### config.mk
export PLATFORM = sky130hd
export DESIGN_NAME = keyed_value_table
export DESIGN_NICKNAME = d
export VERILOG_FILES = /design/src/sv/kvt_pkg.sv /design/src/sv/kvt_ram.sv /design/src/sv/kvt_ctrl.sv /design/src/sv/kvt_dp.sv /design/src/sv/keyed_value_table.sv
export SDC_FILE = /design/constraint.sdc
export NUM_CORES = 2
export LEC_CHECK = 0
export ABC_AREA = 1
export BUFFER_PORTS_ARGS = -buffer_cell sky130_fd_sc_hd__buf_2
export CORE_MARGIN = 10
export CORE_UTILIZATION = 55
export DETAILED_ROUTE_END_ITERATION = 10
export PLACE_DENSITY = 0.71
export SETUP_SLACK_MARGIN = 0.15
export SLEW_MARGIN = 10
export SYNTH_ARGS = -nofsm -noshare
export SYNTH_HDL_FRONTEND = slang
export SYNTH_SLANG_ARGS = --single-unit
### constraint.sdc
create_clock -name i_clk -period 5.55 [get_ports i_clk]
set_clock_uncertainty 0.15 [all_clocks]
set_input_delay 0.555 -clock i_clk [delete_from_list [all_inputs] [get_ports i_clk]]
set_output_delay 0.555 -clock i_clk [all_outputs]
set_load 0.01 [all_outputs]
### src/sv/kvt_pkg.sv
// Shared package for the keyed value table: sizes, field widths, request and
// status codes, controller states and the controller/datapath command structs.
// No dependencies.
`timescale 1ns / 1ps

package kvt_pkg;

    localparam int TABLE_DEPTH = 32;
    localparam int KEY_BITS    = 32;
    localparam int VALUE_BITS  = 32;

    localparam int IDX_W = (TABLE_DEPTH > 1) ? $clog2(TABLE_DEPTH) : 1;
    localparam int CNT_W = $clog2(TABLE_DEPTH + 1);

    localparam int KIND_W    = 2;
    localparam int STATUS_W  = 2;
    localparam int FIELD_W   = 32;
    localparam int MATCH_W   = 6;
    localparam int OCC_W     = 6;

    localparam int IN_TDATA_W  = 2 * FIELD_W;
    localparam int OUT_BITS    = FIELD_W + MATCH_W + OCC_W;
    localparam int OUT_TDATA_W = ((OUT_BITS + 7) / 8) * 8;
    localparam int OUT_PAD_W   = OUT_TDATA_W - OUT_BITS;

    typedef logic [KEY_BITS-1:0]   t_key;
    typedef logic [VALUE_BITS-1:0] t_val;
    typedef logic [FIELD_W-1:0]    t_field;
    typedef logic [MATCH_W-1:0]    t_match;
    typedef logic [OCC_W-1:0]      t_occ;
    typedef logic [CNT_W-1:0]      t_cnt;
    typedef logic [IDX_W-1:0]      t_idx;

    typedef enum logic [KIND_W-1:0] {
        KIND_INSERT = 2'd0,
        KIND_ERASE  = 2'd1,
        KIND_LOOKUP = 2'd2,
        KIND_COUNT  = 2'd3
    } t_kind;

    typedef enum logic [STATUS_W-1:0] {
        ST_OK      = 2'd0,
        ST_FULL    = 2'd1,
        ST_DUP     = 2'd2,
        ST_MISSING = 2'd3
    } t_status;

    typedef enum logic [2:0] {
        S_IDLE,
        S_SCAN,
        S_APPEND,
        S_RDLAST,
        S_MOVE,
        S_FINISH
    } t_state;

    typedef struct packed {
        logic load;
        logic scan;
        logic append;
        logic rd_last;
        logic move;
        logic finish;
    } t_dp_cmd;

    typedef struct packed {
        t_kind kind;
        logic  full;
        logic  hit;
        logic  scan_done;
        logic  out_busy;
    } t_dp_sts;

endpackage

### src/sv/kvt_ram.sv
// Generic single-write, single-read RAM with registered read data.
// No dependencies.
`timescale 1ns / 1ps

module kvt_ram #(
    parameter int WIDTH = 32,
    parameter int DEPTH = 32
) (
    input  logic                                  i_clk,
    input  logic                                  i_we,
    input  logic [((DEPTH > 1) ? $clog2(DEPTH) : 1)-1:0] i_waddr,
    input  logic [WIDTH-1:0]                      i_wdata,
    input  logic [((DEPTH > 1) ? $clog2(DEPTH) : 1)-1:0] i_raddr,
    output logic [WIDTH-1:0]                      o_rdata
);

    logic [WIDTH-1:0] r_mem [DEPTH];
    logic [WIDTH-1:0] r_rdata;

    always_ff @(posedge i_clk) begin
        if (i_we) begin
            r_mem[i_waddr] <= i_wdata;
        end
        r_rdata <= r_mem[i_raddr];
    end

    assign o_rdata = r_rdata;

endmodule

### src/sv/kvt_ctrl.sv
// Request sequencer for the keyed value table: scan, append, move-last, finish.
// Depends on kvt_pkg.
`timescale 1ns / 1ps

module kvt_ctrl (
    input  logic              i_clk,
    input  logic              i_rst_n,
    input  logic              i_in_valid,
    output logic              o_in_ready,
    input  kvt_pkg::t_dp_sts  i_sts,
    output kvt_pkg::t_dp_cmd  o_cmd
);

    kvt_pkg::t_state r_state;
    kvt_pkg::t_state n_state;

    always_ff @(posedge i_clk) begin
        if (!i_rst_n) begin
            r_state <= kvt_pkg::S_IDLE;
        end else begin
            r_state <= n_state;
        end
    end

    always_comb begin
        n_state    = r_state;
        o_cmd      = '0;
        o_in_ready = 1'b0;
        unique case (r_state)
            kvt_pkg::S_IDLE: begin
                o_in_ready = 1'b1;
                if (i_in_valid) begin
                    o_cmd.load = 1'b1;
                    n_state    = kvt_pkg::S_SCAN;
                end
            end
            kvt_pkg::S_SCAN: begin
                if (i_sts.kind == kvt_pkg::KIND_INSERT && i_sts.full) begin
                    n_state = kvt_pkg::S_FINISH;
                end else begin
                    o_cmd.scan = 1'b1;
                    if (i_sts.scan_done) begin
                        unique case (i_sts.kind)
                            kvt_pkg::KIND_INSERT:
                                n_state = i_sts.hit ? kvt_pkg::S_FINISH : kvt_pkg::S_APPEND;
                            kvt_pkg::KIND_ERASE:
                                n_state = i_sts.hit ? kvt_pkg::S_RDLAST : kvt_pkg::S_FINISH;
                            default:
                                n_state = kvt_pkg::S_FINISH;
                        endcase
                    end
                end
            end
            kvt_pkg::S_APPEND: begin
                o_cmd.append = 1'b1;
                n_state      = kvt_pkg::S_FINISH;
            end
            kvt_pkg::S_RDLAST: begin
                o_cmd.rd_last = 1'b1;
                n_state       = kvt_pkg::S_MOVE;
            end
            kvt_pkg::S_MOVE: begin
                o_cmd.move = 1'b1;
                n_state    = kvt_pkg::S_FINISH;
            end
            kvt_pkg::S_FINISH: begin
                if (!i_sts.out_busy) begin
                    o_cmd.finish = 1'b1;
                    n_state      = kvt_pkg::S_IDLE;
                end
            end
            default: begin
                n_state = kvt_pkg::S_IDLE;
            end
        endcase
    end

endmodule

### src/sv/kvt_dp.sv
// Datapath for the keyed value table: key and value RAMs, scan pipeline,
// occupancy counter and result register. Depends on kvt_pkg and kvt_ram.
`timescale 1ns / 1ps

module kvt_dp (
    input  logic                          i_clk,
    input  logic                          i_rst_n,
    input  kvt_pkg::t_dp_cmd              i_cmd,
    output kvt_pkg::t_dp_sts              o_sts,
    input  logic [kvt_pkg::KIND_W-1:0]    i_kind,
    input  logic [kvt_pkg::FIELD_W-1:0]   i_key,
    input  logic [kvt_pkg::FIELD_W-1:0]   i_value,
    input  logic                          i_out_ready,
    output logic                          o_out_valid,
    output logic [kvt_pkg::STATUS_W-1:0]  o_status,
    output logic [kvt_pkg::FIELD_W-1:0]   o_value_out,
    output logic [kvt_pkg::MATCH_W-1:0]   o_match_count,
    output logic [kvt_pkg::OCC_W-1:0]     o_occupancy
);

    kvt_pkg::t_kind   r_kind;
    kvt_pkg::t_key    r_key;
    kvt_pkg::t_val    r_value;
    kvt_pkg::t_cnt    r_count;
    kvt_pkg::t_cnt    r_idx;
    logic             r_pend;
    kvt_pkg::t_idx    r_pend_idx;
    logic             r_hit;
    kvt_pkg::t_idx    r_slot;
    kvt_pkg::t_val    r_found;
    kvt_pkg::t_cnt    r_match;
    logic             r_full;

    logic             r_out_valid;
    kvt_pkg::t_status r_status;
    kvt_pkg::t_field  r_value_out;
    kvt_pkg::t_match  r_match_out;
    kvt_pkg::t_occ    r_occ_out;

    kvt_pkg::t_key    key_rd;
    kvt_pkg::t_val    val_rd;
    kvt_pkg::t_cnt    last_idx;
    kvt_pkg::t_idx    raddr;
    kvt_pkg::t_idx    waddr;
    kvt_pkg::t_key    key_wdata;
    kvt_pkg::t_val    val_wdata;
    logic             we;
    logic             key_hit;
    logic             val_hit;
    logic             issue;
    kvt_pkg::t_status n_status;
    kvt_pkg::t_field  n_value_out;

    assign last_idx  = r_count - kvt_pkg::t_cnt'(1);
    assign raddr     = i_cmd.rd_last ? last_idx[kvt_pkg::IDX_W-1:0] : r_idx[kvt_pkg::IDX_W-1:0];
    assign we        = i_cmd.append | i_cmd.move;
    assign waddr     = i_cmd.move ? r_slot : r_count[kvt_pkg::IDX_W-1:0];
    assign key_wdata = i_cmd.move ? key_rd : r_key;
    assign val_wdata = i_cmd.move ? val_rd : r_value;

    kvt_ram #(
        .WIDTH (kvt_pkg::KEY_BITS),
        .DEPTH (kvt_pkg::TABLE_DEPTH)
    ) u_key_ram (
        .i_clk   (i_clk),
        .i_we    (we),
        .i_waddr (waddr),
        .i_wdata (key_wdata),
        .i_raddr (raddr),
        .o_rdata (key_rd)
    );

    kvt_ram #(
        .WIDTH (kvt_pkg::VALUE_BITS),
        .DEPTH (kvt_pkg::TABLE_DEPTH)
    ) u_val_ram (
        .i_clk   (i_clk),
        .i_we    (we),
        .i_waddr (waddr),
        .i_wdata (val_wdata),
        .i_raddr (raddr),
        .o_rdata (val_rd)
    );

    // one read issued per cycle, compared when the registered data returns
    assign key_hit = r_pend && (r_kind != kvt_pkg::KIND_COUNT) && (key_rd == r_key);
    assign val_hit = r_pend && (r_kind == kvt_pkg::KIND_COUNT) && (val_rd == r_value);
    assign issue   = i_cmd.scan && (r_idx < r_count) && !r_hit && !key_hit;

    always_comb begin
        n_status    = kvt_pkg::ST_OK;
        n_value_out = '0;
        unique case (r_kind)
            kvt_pkg::KIND_INSERT: begin
                if (r_full) begin
                    n_status = kvt_pkg::ST_FULL;
                end else if (r_hit) begin
                    n_status = kvt_pkg::ST_DUP;
                end
            end
            kvt_pkg::KIND_ERASE: begin
                if (!r_hit) begin
                    n_status = kvt_pkg::ST_MISSING;
                end
            end
            kvt_pkg::KIND_LOOKUP: begin
                if (r_hit) begin
                    n_value_out = kvt_pkg::t_field'(r_found);
                end else begin
                    n_status = kvt_pkg::ST_MISSING;
                end
            end
            default: begin
                n_status = kvt_pkg::ST_OK;
            end
        endcase
    end

    always_ff @(posedge i_clk) begin
        if (!i_rst_n) begin
            r_count     <= '0;
            r_pend      <= 1'b0;
            r_out_valid <= 1'b0;
        end else begin
            if (i_cmd.load) begin
                r_pend <= 1'b0;
            end else if (i_cmd.scan) begin
                r_pend <= issue;
            end
            if (i_cmd.append) begin
                r_count <= r_count + kvt_pkg::t_cnt'(1);
            end else if (i_cmd.move) begin
                r_count <= last_idx;
            end
            if (i_cmd.finish) begin
                r_out_valid <= 1'b1;
            end else if (i_out_ready) begin
                r_out_valid <= 1'b0;
            end
        end
    end

    always_ff @(posedge i_clk) begin
        if (i_cmd.load) begin
            r_kind  <= kvt_pkg::t_kind'(i_kind);
            r_key   <= kvt_pkg::t_key'(i_key);
            r_value <= kvt_pkg::t_val'(i_value);
            r_idx   <= '0;
            r_hit   <= 1'b0;
            r_match <= '0;
            r_full  <= (r_count == kvt_pkg::t_cnt'(kvt_pkg::TABLE_DEPTH));
        end else if (i_cmd.scan) begin
            if (issue) begin
                r_idx      <= r_idx + kvt_pkg::t_cnt'(1);
                r_pend_idx <= r_idx[kvt_pkg::IDX_W-1:0];
            end
            if (key_hit) begin
                r_hit   <= 1'b1;
                r_slot  <= r_pend_idx;
                r_found <= val_rd;
            end
            if (val_hit) begin
                r_match <= r_match + kvt_pkg::t_cnt'(1);
            end
        end
        if (i_cmd.finish) begin
            r_status    <= n_status;
            r_value_out <= n_value_out;
            r_match_out <= (r_kind == kvt_pkg::KIND_COUNT) ? kvt_pkg::t_match'(r_match) : '0;
            r_occ_out   <= kvt_pkg::t_occ'(r_count);
        end
    end

    assign o_sts.kind      = r_kind;
    assign o_sts.full      = r_full;
    assign o_sts.hit       = r_hit;
    assign o_sts.scan_done = (r_hit || (r_idx >= r_count)) && !r_pend;
    assign o_sts.out_busy  = r_out_valid && !i_out_ready;

    assign o_out_valid   = r_out_valid;
    assign o_status      = r_status;
    assign o_value_out   = r_value_out;
    assign o_match_count = r_match_out;
    assign o_occupancy   = r_occ_out;

endmodule

### src/sv/keyed_value_table.sv
// Keyed value table: unsorted key/value map, one request at a time.
// Steps: load the request, scan the stored entries until a key hit or the end (skipped on an
// insert into a full table), append on a miss insert, or read the last entry and move it into
// the erased slot on an erase hit, then finish. A new request is accepted only after the last
// one finishes, and finish waits while an earlier result is still waiting on m_axis_tready.
// Synchronous active-low reset empties the table; RAM contents are not cleared.
`timescale 1ns / 1ps

module keyed_value_table (
    input  logic                              i_clk,
    input  logic                              i_rst_n,
    input  logic                              s_axis_tvalid,
    output logic                              s_axis_tready,
    input  logic [kvt_pkg::IN_TDATA_W-1:0]    s_axis_tdata,  // key[31:0], value[63:32]
    input  logic [kvt_pkg::KIND_W-1:0]        s_axis_tuser,  // kind[1:0]
    output logic                              m_axis_tvalid,
    input  logic                              m_axis_tready,
    output logic [kvt_pkg::OUT_TDATA_W-1:0]   m_axis_tdata,  // value_out[31:0],
                                                             // match_count[37:32],
                                                             // occupancy[43:38], zeros
    output logic [kvt_pkg::STATUS_W-1:0]      m_axis_tuser   // status[1:0]
);

    kvt_pkg::t_dp_cmd cmd;
    kvt_pkg::t_dp_sts sts;

    logic [kvt_pkg::FIELD_W-1:0] value_out;
    logic [kvt_pkg::MATCH_W-1:0] match_count;
    logic [kvt_pkg::OCC_W-1:0]   occupancy;

    kvt_ctrl u_ctrl (
        .i_clk      (i_clk),
        .i_rst_n    (i_rst_n),
        .i_in_valid (s_axis_tvalid),
        .o_in_ready (s_axis_tready),
        .i_sts      (sts),
        .o_cmd      (cmd)
    );

    kvt_dp u_dp (
        .i_clk         (i_clk),
        .i_rst_n       (i_rst_n),
        .i_cmd         (cmd),
        .o_sts         (sts),
        .i_kind        (s_axis_tuser),
        .i_key         (s_axis_tdata[kvt_pkg::FIELD_W-1:0]),
        .i_value       (s_axis_tdata[kvt_pkg::IN_TDATA_W-1:kvt_pkg::FIELD_W]),
        .i_out_ready   (m_axis_tready),
        .o_out_valid   (m_axis_tvalid),
        .o_status      (m_axis_tuser),
        .o_value_out   (value_out),
        .o_match_count (match_count),
        .o_occupancy   (occupancy)
    );

    assign m_axis_tdata = {{kvt_pkg::OUT_PAD_W{1'b0}}, occupancy, match_count, value_out};

    a_one_at_a_time: assert property (@(posedge i_clk) disable iff (!i_rst_n)
        s_axis_tvalid && s_axis_tready |=> !s_axis_tready)
        else $error("request accepted while another is in flight");

    a_full_occupancy: assert property (@(posedge i_clk) disable iff (!i_rst_n)
        m_axis_tvalid && m_axis_tuser == kvt_pkg::ST_FULL
            |-> occupancy == kvt_pkg::t_occ'(kvt_pkg::TABLE_DEPTH))
        else $error("full status with table not full");

    a_payload_ok_only: assert property (@(posedge i_clk) disable iff (!i_rst_n)
        m_axis_tvalid && (value_out != '0 || match_count != '0)
            |-> m_axis_tuser == kvt_pkg::ST_OK)
        else $error("result payload set on a failed request");

endmodule

==> metrics.yaml <==
worstSetupEndpointType: "flip-flop"
synth_cells: 7919
area_growth_pct: 12.70
clock_sinks: 2291
finalHoldViolations: 0
worst_slew_margin_rel_pct: 22.82
r2r_slack_ns: 1.46
first_iter_violations: 9953
core_area_sq_mm: 0.1674
root_buffer: "clkbuf_16"
drt-vias-per-instance: 6.105
drcViolationCount: 0
critPathMaxFanout: 32
slowest_stage: "nor2_4"
power.density_mw_per_mm2: 472.7
yosys-top-cells-area: "edfxtp_1 (71%), nand3_1 (10%), nand2_1 (9.6%), dfxtp_1 (1.9%), inv_1 (1.5%)"
ant_nets: 0
timing.final.crit_share_pct: 73.74
fin_tns_setup_ns: 0
avgSynthCellArea_sq_um: 11.72
synth_top_area_share_pct: 71.28
grt_max_degree: 214
worst_ep_required_time_ns: 5.92
tightestPinTransition_ns: 1.158
yosysWarningCount: 0
regArea_sq_mm: 0.06792
worstPathCellList: "nor2_1, nand2_4, nand2_1, nand3_1, nor2_4, buf_4"
fill_cells: 12430
power_uw: 49450
worstSetupPathType: "reg2reg"
r2r_start: "u_ctrl.r_state[0]"
antenna_found_initial: 2
wl_um: 265800
hp-start: "s_axis_tdata[11]"
num_rows: 150
via_count: 63680
clock.fmax_mhz: 244.3
drive_above_1_share_pct: 8.900
die_area_sq_mm: 0.1856
fp.dieW_um: 430.8
finalHoldWorstSlack_ns: 0.2407
holdPathEnd: "u_dp.r_key[11]"
grt_first_pass_wirelength_um: 392300
fin_ws_ns: 1.457
fin_crit_ns: 4.093
wl_per_cell_um: 25.49
numPortBuffers: 117
place_congestion: 0.8484
first_pass_iters: 6
cts_max_path_buffers: 3
maxCapViolCount: 0
r2r_end: "u_dp.u_val_ram.r_mem[5][14]"
startpoint_type: "flip-flop"
critical-path-max-stage-delay_ns: 1.06
die_height_um: 430.8
start_util_pct: 55.44
numCtsBuffers: 219
htree_levels: 4
grt_pass1_vias: 60400
clkLatencyLatePin_ns: 0.87
hp-class: "in2reg"
io_pins: 122
ys_types: 44
min_path_cells: 2
final-setup-viol-count: 0
r2r_cells: 6
arrival_ns: 4.47
path_clk_slew_ns: 0.06
yosysSeqAreaShare_pct: 73.18
yosys.area.top_type: "edfxtp_1"
synthesis.area_sq_mm: 0.09281
grt_use_total_pct: 27.96
ir_worst_vdd_v: 0.0003936
finish.utilization_pct: 62.48
rsz0062_at_grt: "false"
leakage_uw: 0.03847
status: "completed"
dpl.hpwl_um: 134200
overflow: 0
nets: 8116
maxSlewViolCount: 0
critPathTopFamily: "simple AND/OR/NAND/NOR gates"
critical_path_buf_inv_count: 1
dp_worst_setup_slack_ns: 1.553
ys_ff_latch: 2291
multi_input_area_sq_mm: 0.02178
cts_tree: "yes"
postCtsSetupBuffers: 0
-- metrics by stage --
stage,instance area [sq um],cells
6_report,104600,10430
5_1_grt,104600,10430
4_1_cts,104600,10430
3_5_place_dp,96400,9944
3_3_place_gp,96400,9944
2_1_floorplan,92820,7922
-- cells in the mapped netlist, drive strengths merged --
cell type	n
nand2	2370
edfxtp	2203
nand3	1945
inv	376
buf	329
nor2	158
clkbuf	148
dfxtp	88
o21ai	75
nand3b	48
a21oi	39
o211ai	26
or2	23
nand4	20
xor2	17
ha	15
nor3	9
xnor2	9
nor4	4
nor3b	2
nor4b	2
o21a	2
o21bai	2
a211oi	1
a221oi	1
a22oi	1
a31oi	1
clkinv	1
conb	1
o2111ai	1
o22ai	1
o41ai	1
-- layout make-up --
| cell class | instances | share of cell area [%] |
|---|---|---|
| diodes | 1 | 0.002393 |
| clock buffers | 285 | 5.767 |
| clock inverters | 130 | 1.383 |
| inverters | 377 | 1.374 |
| multi-input cells | 4777 | 20.82 |
| flip-flops and latches | 2291 | 64.93 |
| well taps | 2204 | 2.637 |
| repair buffers | 365 | 3.082 |
-- repair_timing --
action | 4_1_cts | 5_1_grt
resized for setup | 0 | 0
hold endpoints to repair | 77 | 0
hold buffers | 70 | 0
-- sequential cells by signal, indices dropped and copies added, names as in the netlist, 3 cells and up --
register                count
u_dp.r_pend_idx             5
u_dp.r_match                6
u_dp.r_value               32
u_dp.u_val_ram.r_mem     1024
u_dp.r_idx                  6
u_dp.u_key_ram.r_mem     1024
u_dp.r_count                6
u_dp.u_val_ram.o_rdata     32
u_dp.r_key                 32
u_dp.o_value_out           32
u_dp.o_occupancy            6
u_dp.u_key_ram.o_rdata     32
u_dp.o_match_count          6
u_ctrl.r_state              3
u_dp.r_slot                 5
u_dp.r_found               32
-- metal layers --
metal  wire, um  GRT usage (%)  part of all wire (%)  up-vias
met5          0              0                     0        -
met4      10600          10.80                   4.0        0
met3      34430          6.040                    13      593
met2     121400          43.35                    46     4285
met1      99370          38.80                    37    30890
li1           -              -                     -    27910
-- cells in the final DEF (no fill, tap or decap), types with 3 or more instances in the layout --
cell / synthesis / layout
nand2_1: 2367 / 2365
edfxtp_1: 2203 / 2203
nand3_1: 1944 / 1944
inv_1: 372 / 370
clkbuf_16: 0 / 222
buf_4: 20 / 130
nor2_1: 157 / 123
buf_2: 242 / 117
dfxtp_1: 88 / 88
dlygate4sd3_1: 0 / 70
nand3b_1: 48 / 48
buf_12: 0 / 48
clkinv_2: 0 / 46
clkinv_1: 1 / 39
a21oi_1: 39 / 39
clkbuf_1: 148 / 39
nor2_4: 0 / 34
o21ai_1: 1 / 34
o211ai_1: 26 / 26
bufinv_16: 0 / 24
clkbuf_8: 0 / 24
or2_2: 23 / 23
nand4_1: 19 / 19
xor2_1: 17 / 17
o21ai_0: 73 / 15
ha_1: 15 / 15
o21ai_2: 1 / 14
o21ai_4: 0 / 12
xnor2_1: 9 / 9
nor3_1: 9 / 8
clkinvlp_4: 0 / 7
clkinv_16: 0 / 6
conb_1: 1 / 4
clkinv_8: 0 / 4
inv_6: 0 / 3
nor4_1: 3 / 3
-- worst max path at each step --
| stage | startpoint | end | slack, ns | cells past startpoint |
|---|---|---|---|---|
| final | u_ctrl.r_state[0] | u_dp.u_val_ram.r_mem[5][14] | 1.46 | 6 |
| after global routing | u_ctrl.r_state[0] | u_dp.u_val_ram.r_mem[5][0] | 1.29 | 8 |
| after CTS | u_ctrl.r_state[0] | u_dp.u_val_ram.r_mem[5][0] | 1.54 | 6 |
| after detailed placement | u_ctrl.r_state[0] | u_dp.u_val_ram.r_mem[5][11] | 1.55 | 6 |
| after global placement | u_ctrl.r_state[0] | u_dp.u_val_ram.r_mem[5][12] | 1.59 | 6 |
| after floorplan | u_ctrl.r_state[0] | u_dp.u_key_ram.r_mem[0][0] | 0.77 | 10 |
-- cells by family after synthesis --
group / count (synthesis) / share of synthesized area (%)
AND/OR/NAND/NOR: 4581 / 21.56
flip-flops: 2291 / 73.18
buffers and inverters: 854 / 3.885
AO/OA/AOI/OAI: 151 / 0.9195
XOR/XNOR: 26 / 0.2454
adder cells (fa/ha/maj): 15 / 0.2022
other: 1 / 0.004041
-- power breakdown --
part,switching [uW],leakage (uW),internal (uW),total [uW]
Combinational,9340,0.0142,3390,12700
Clock,6510,0.00366,8800,15300
Sequential,608,0.0206,20800,21400
No activity file was read; power rests on OpenSTA's default activity.
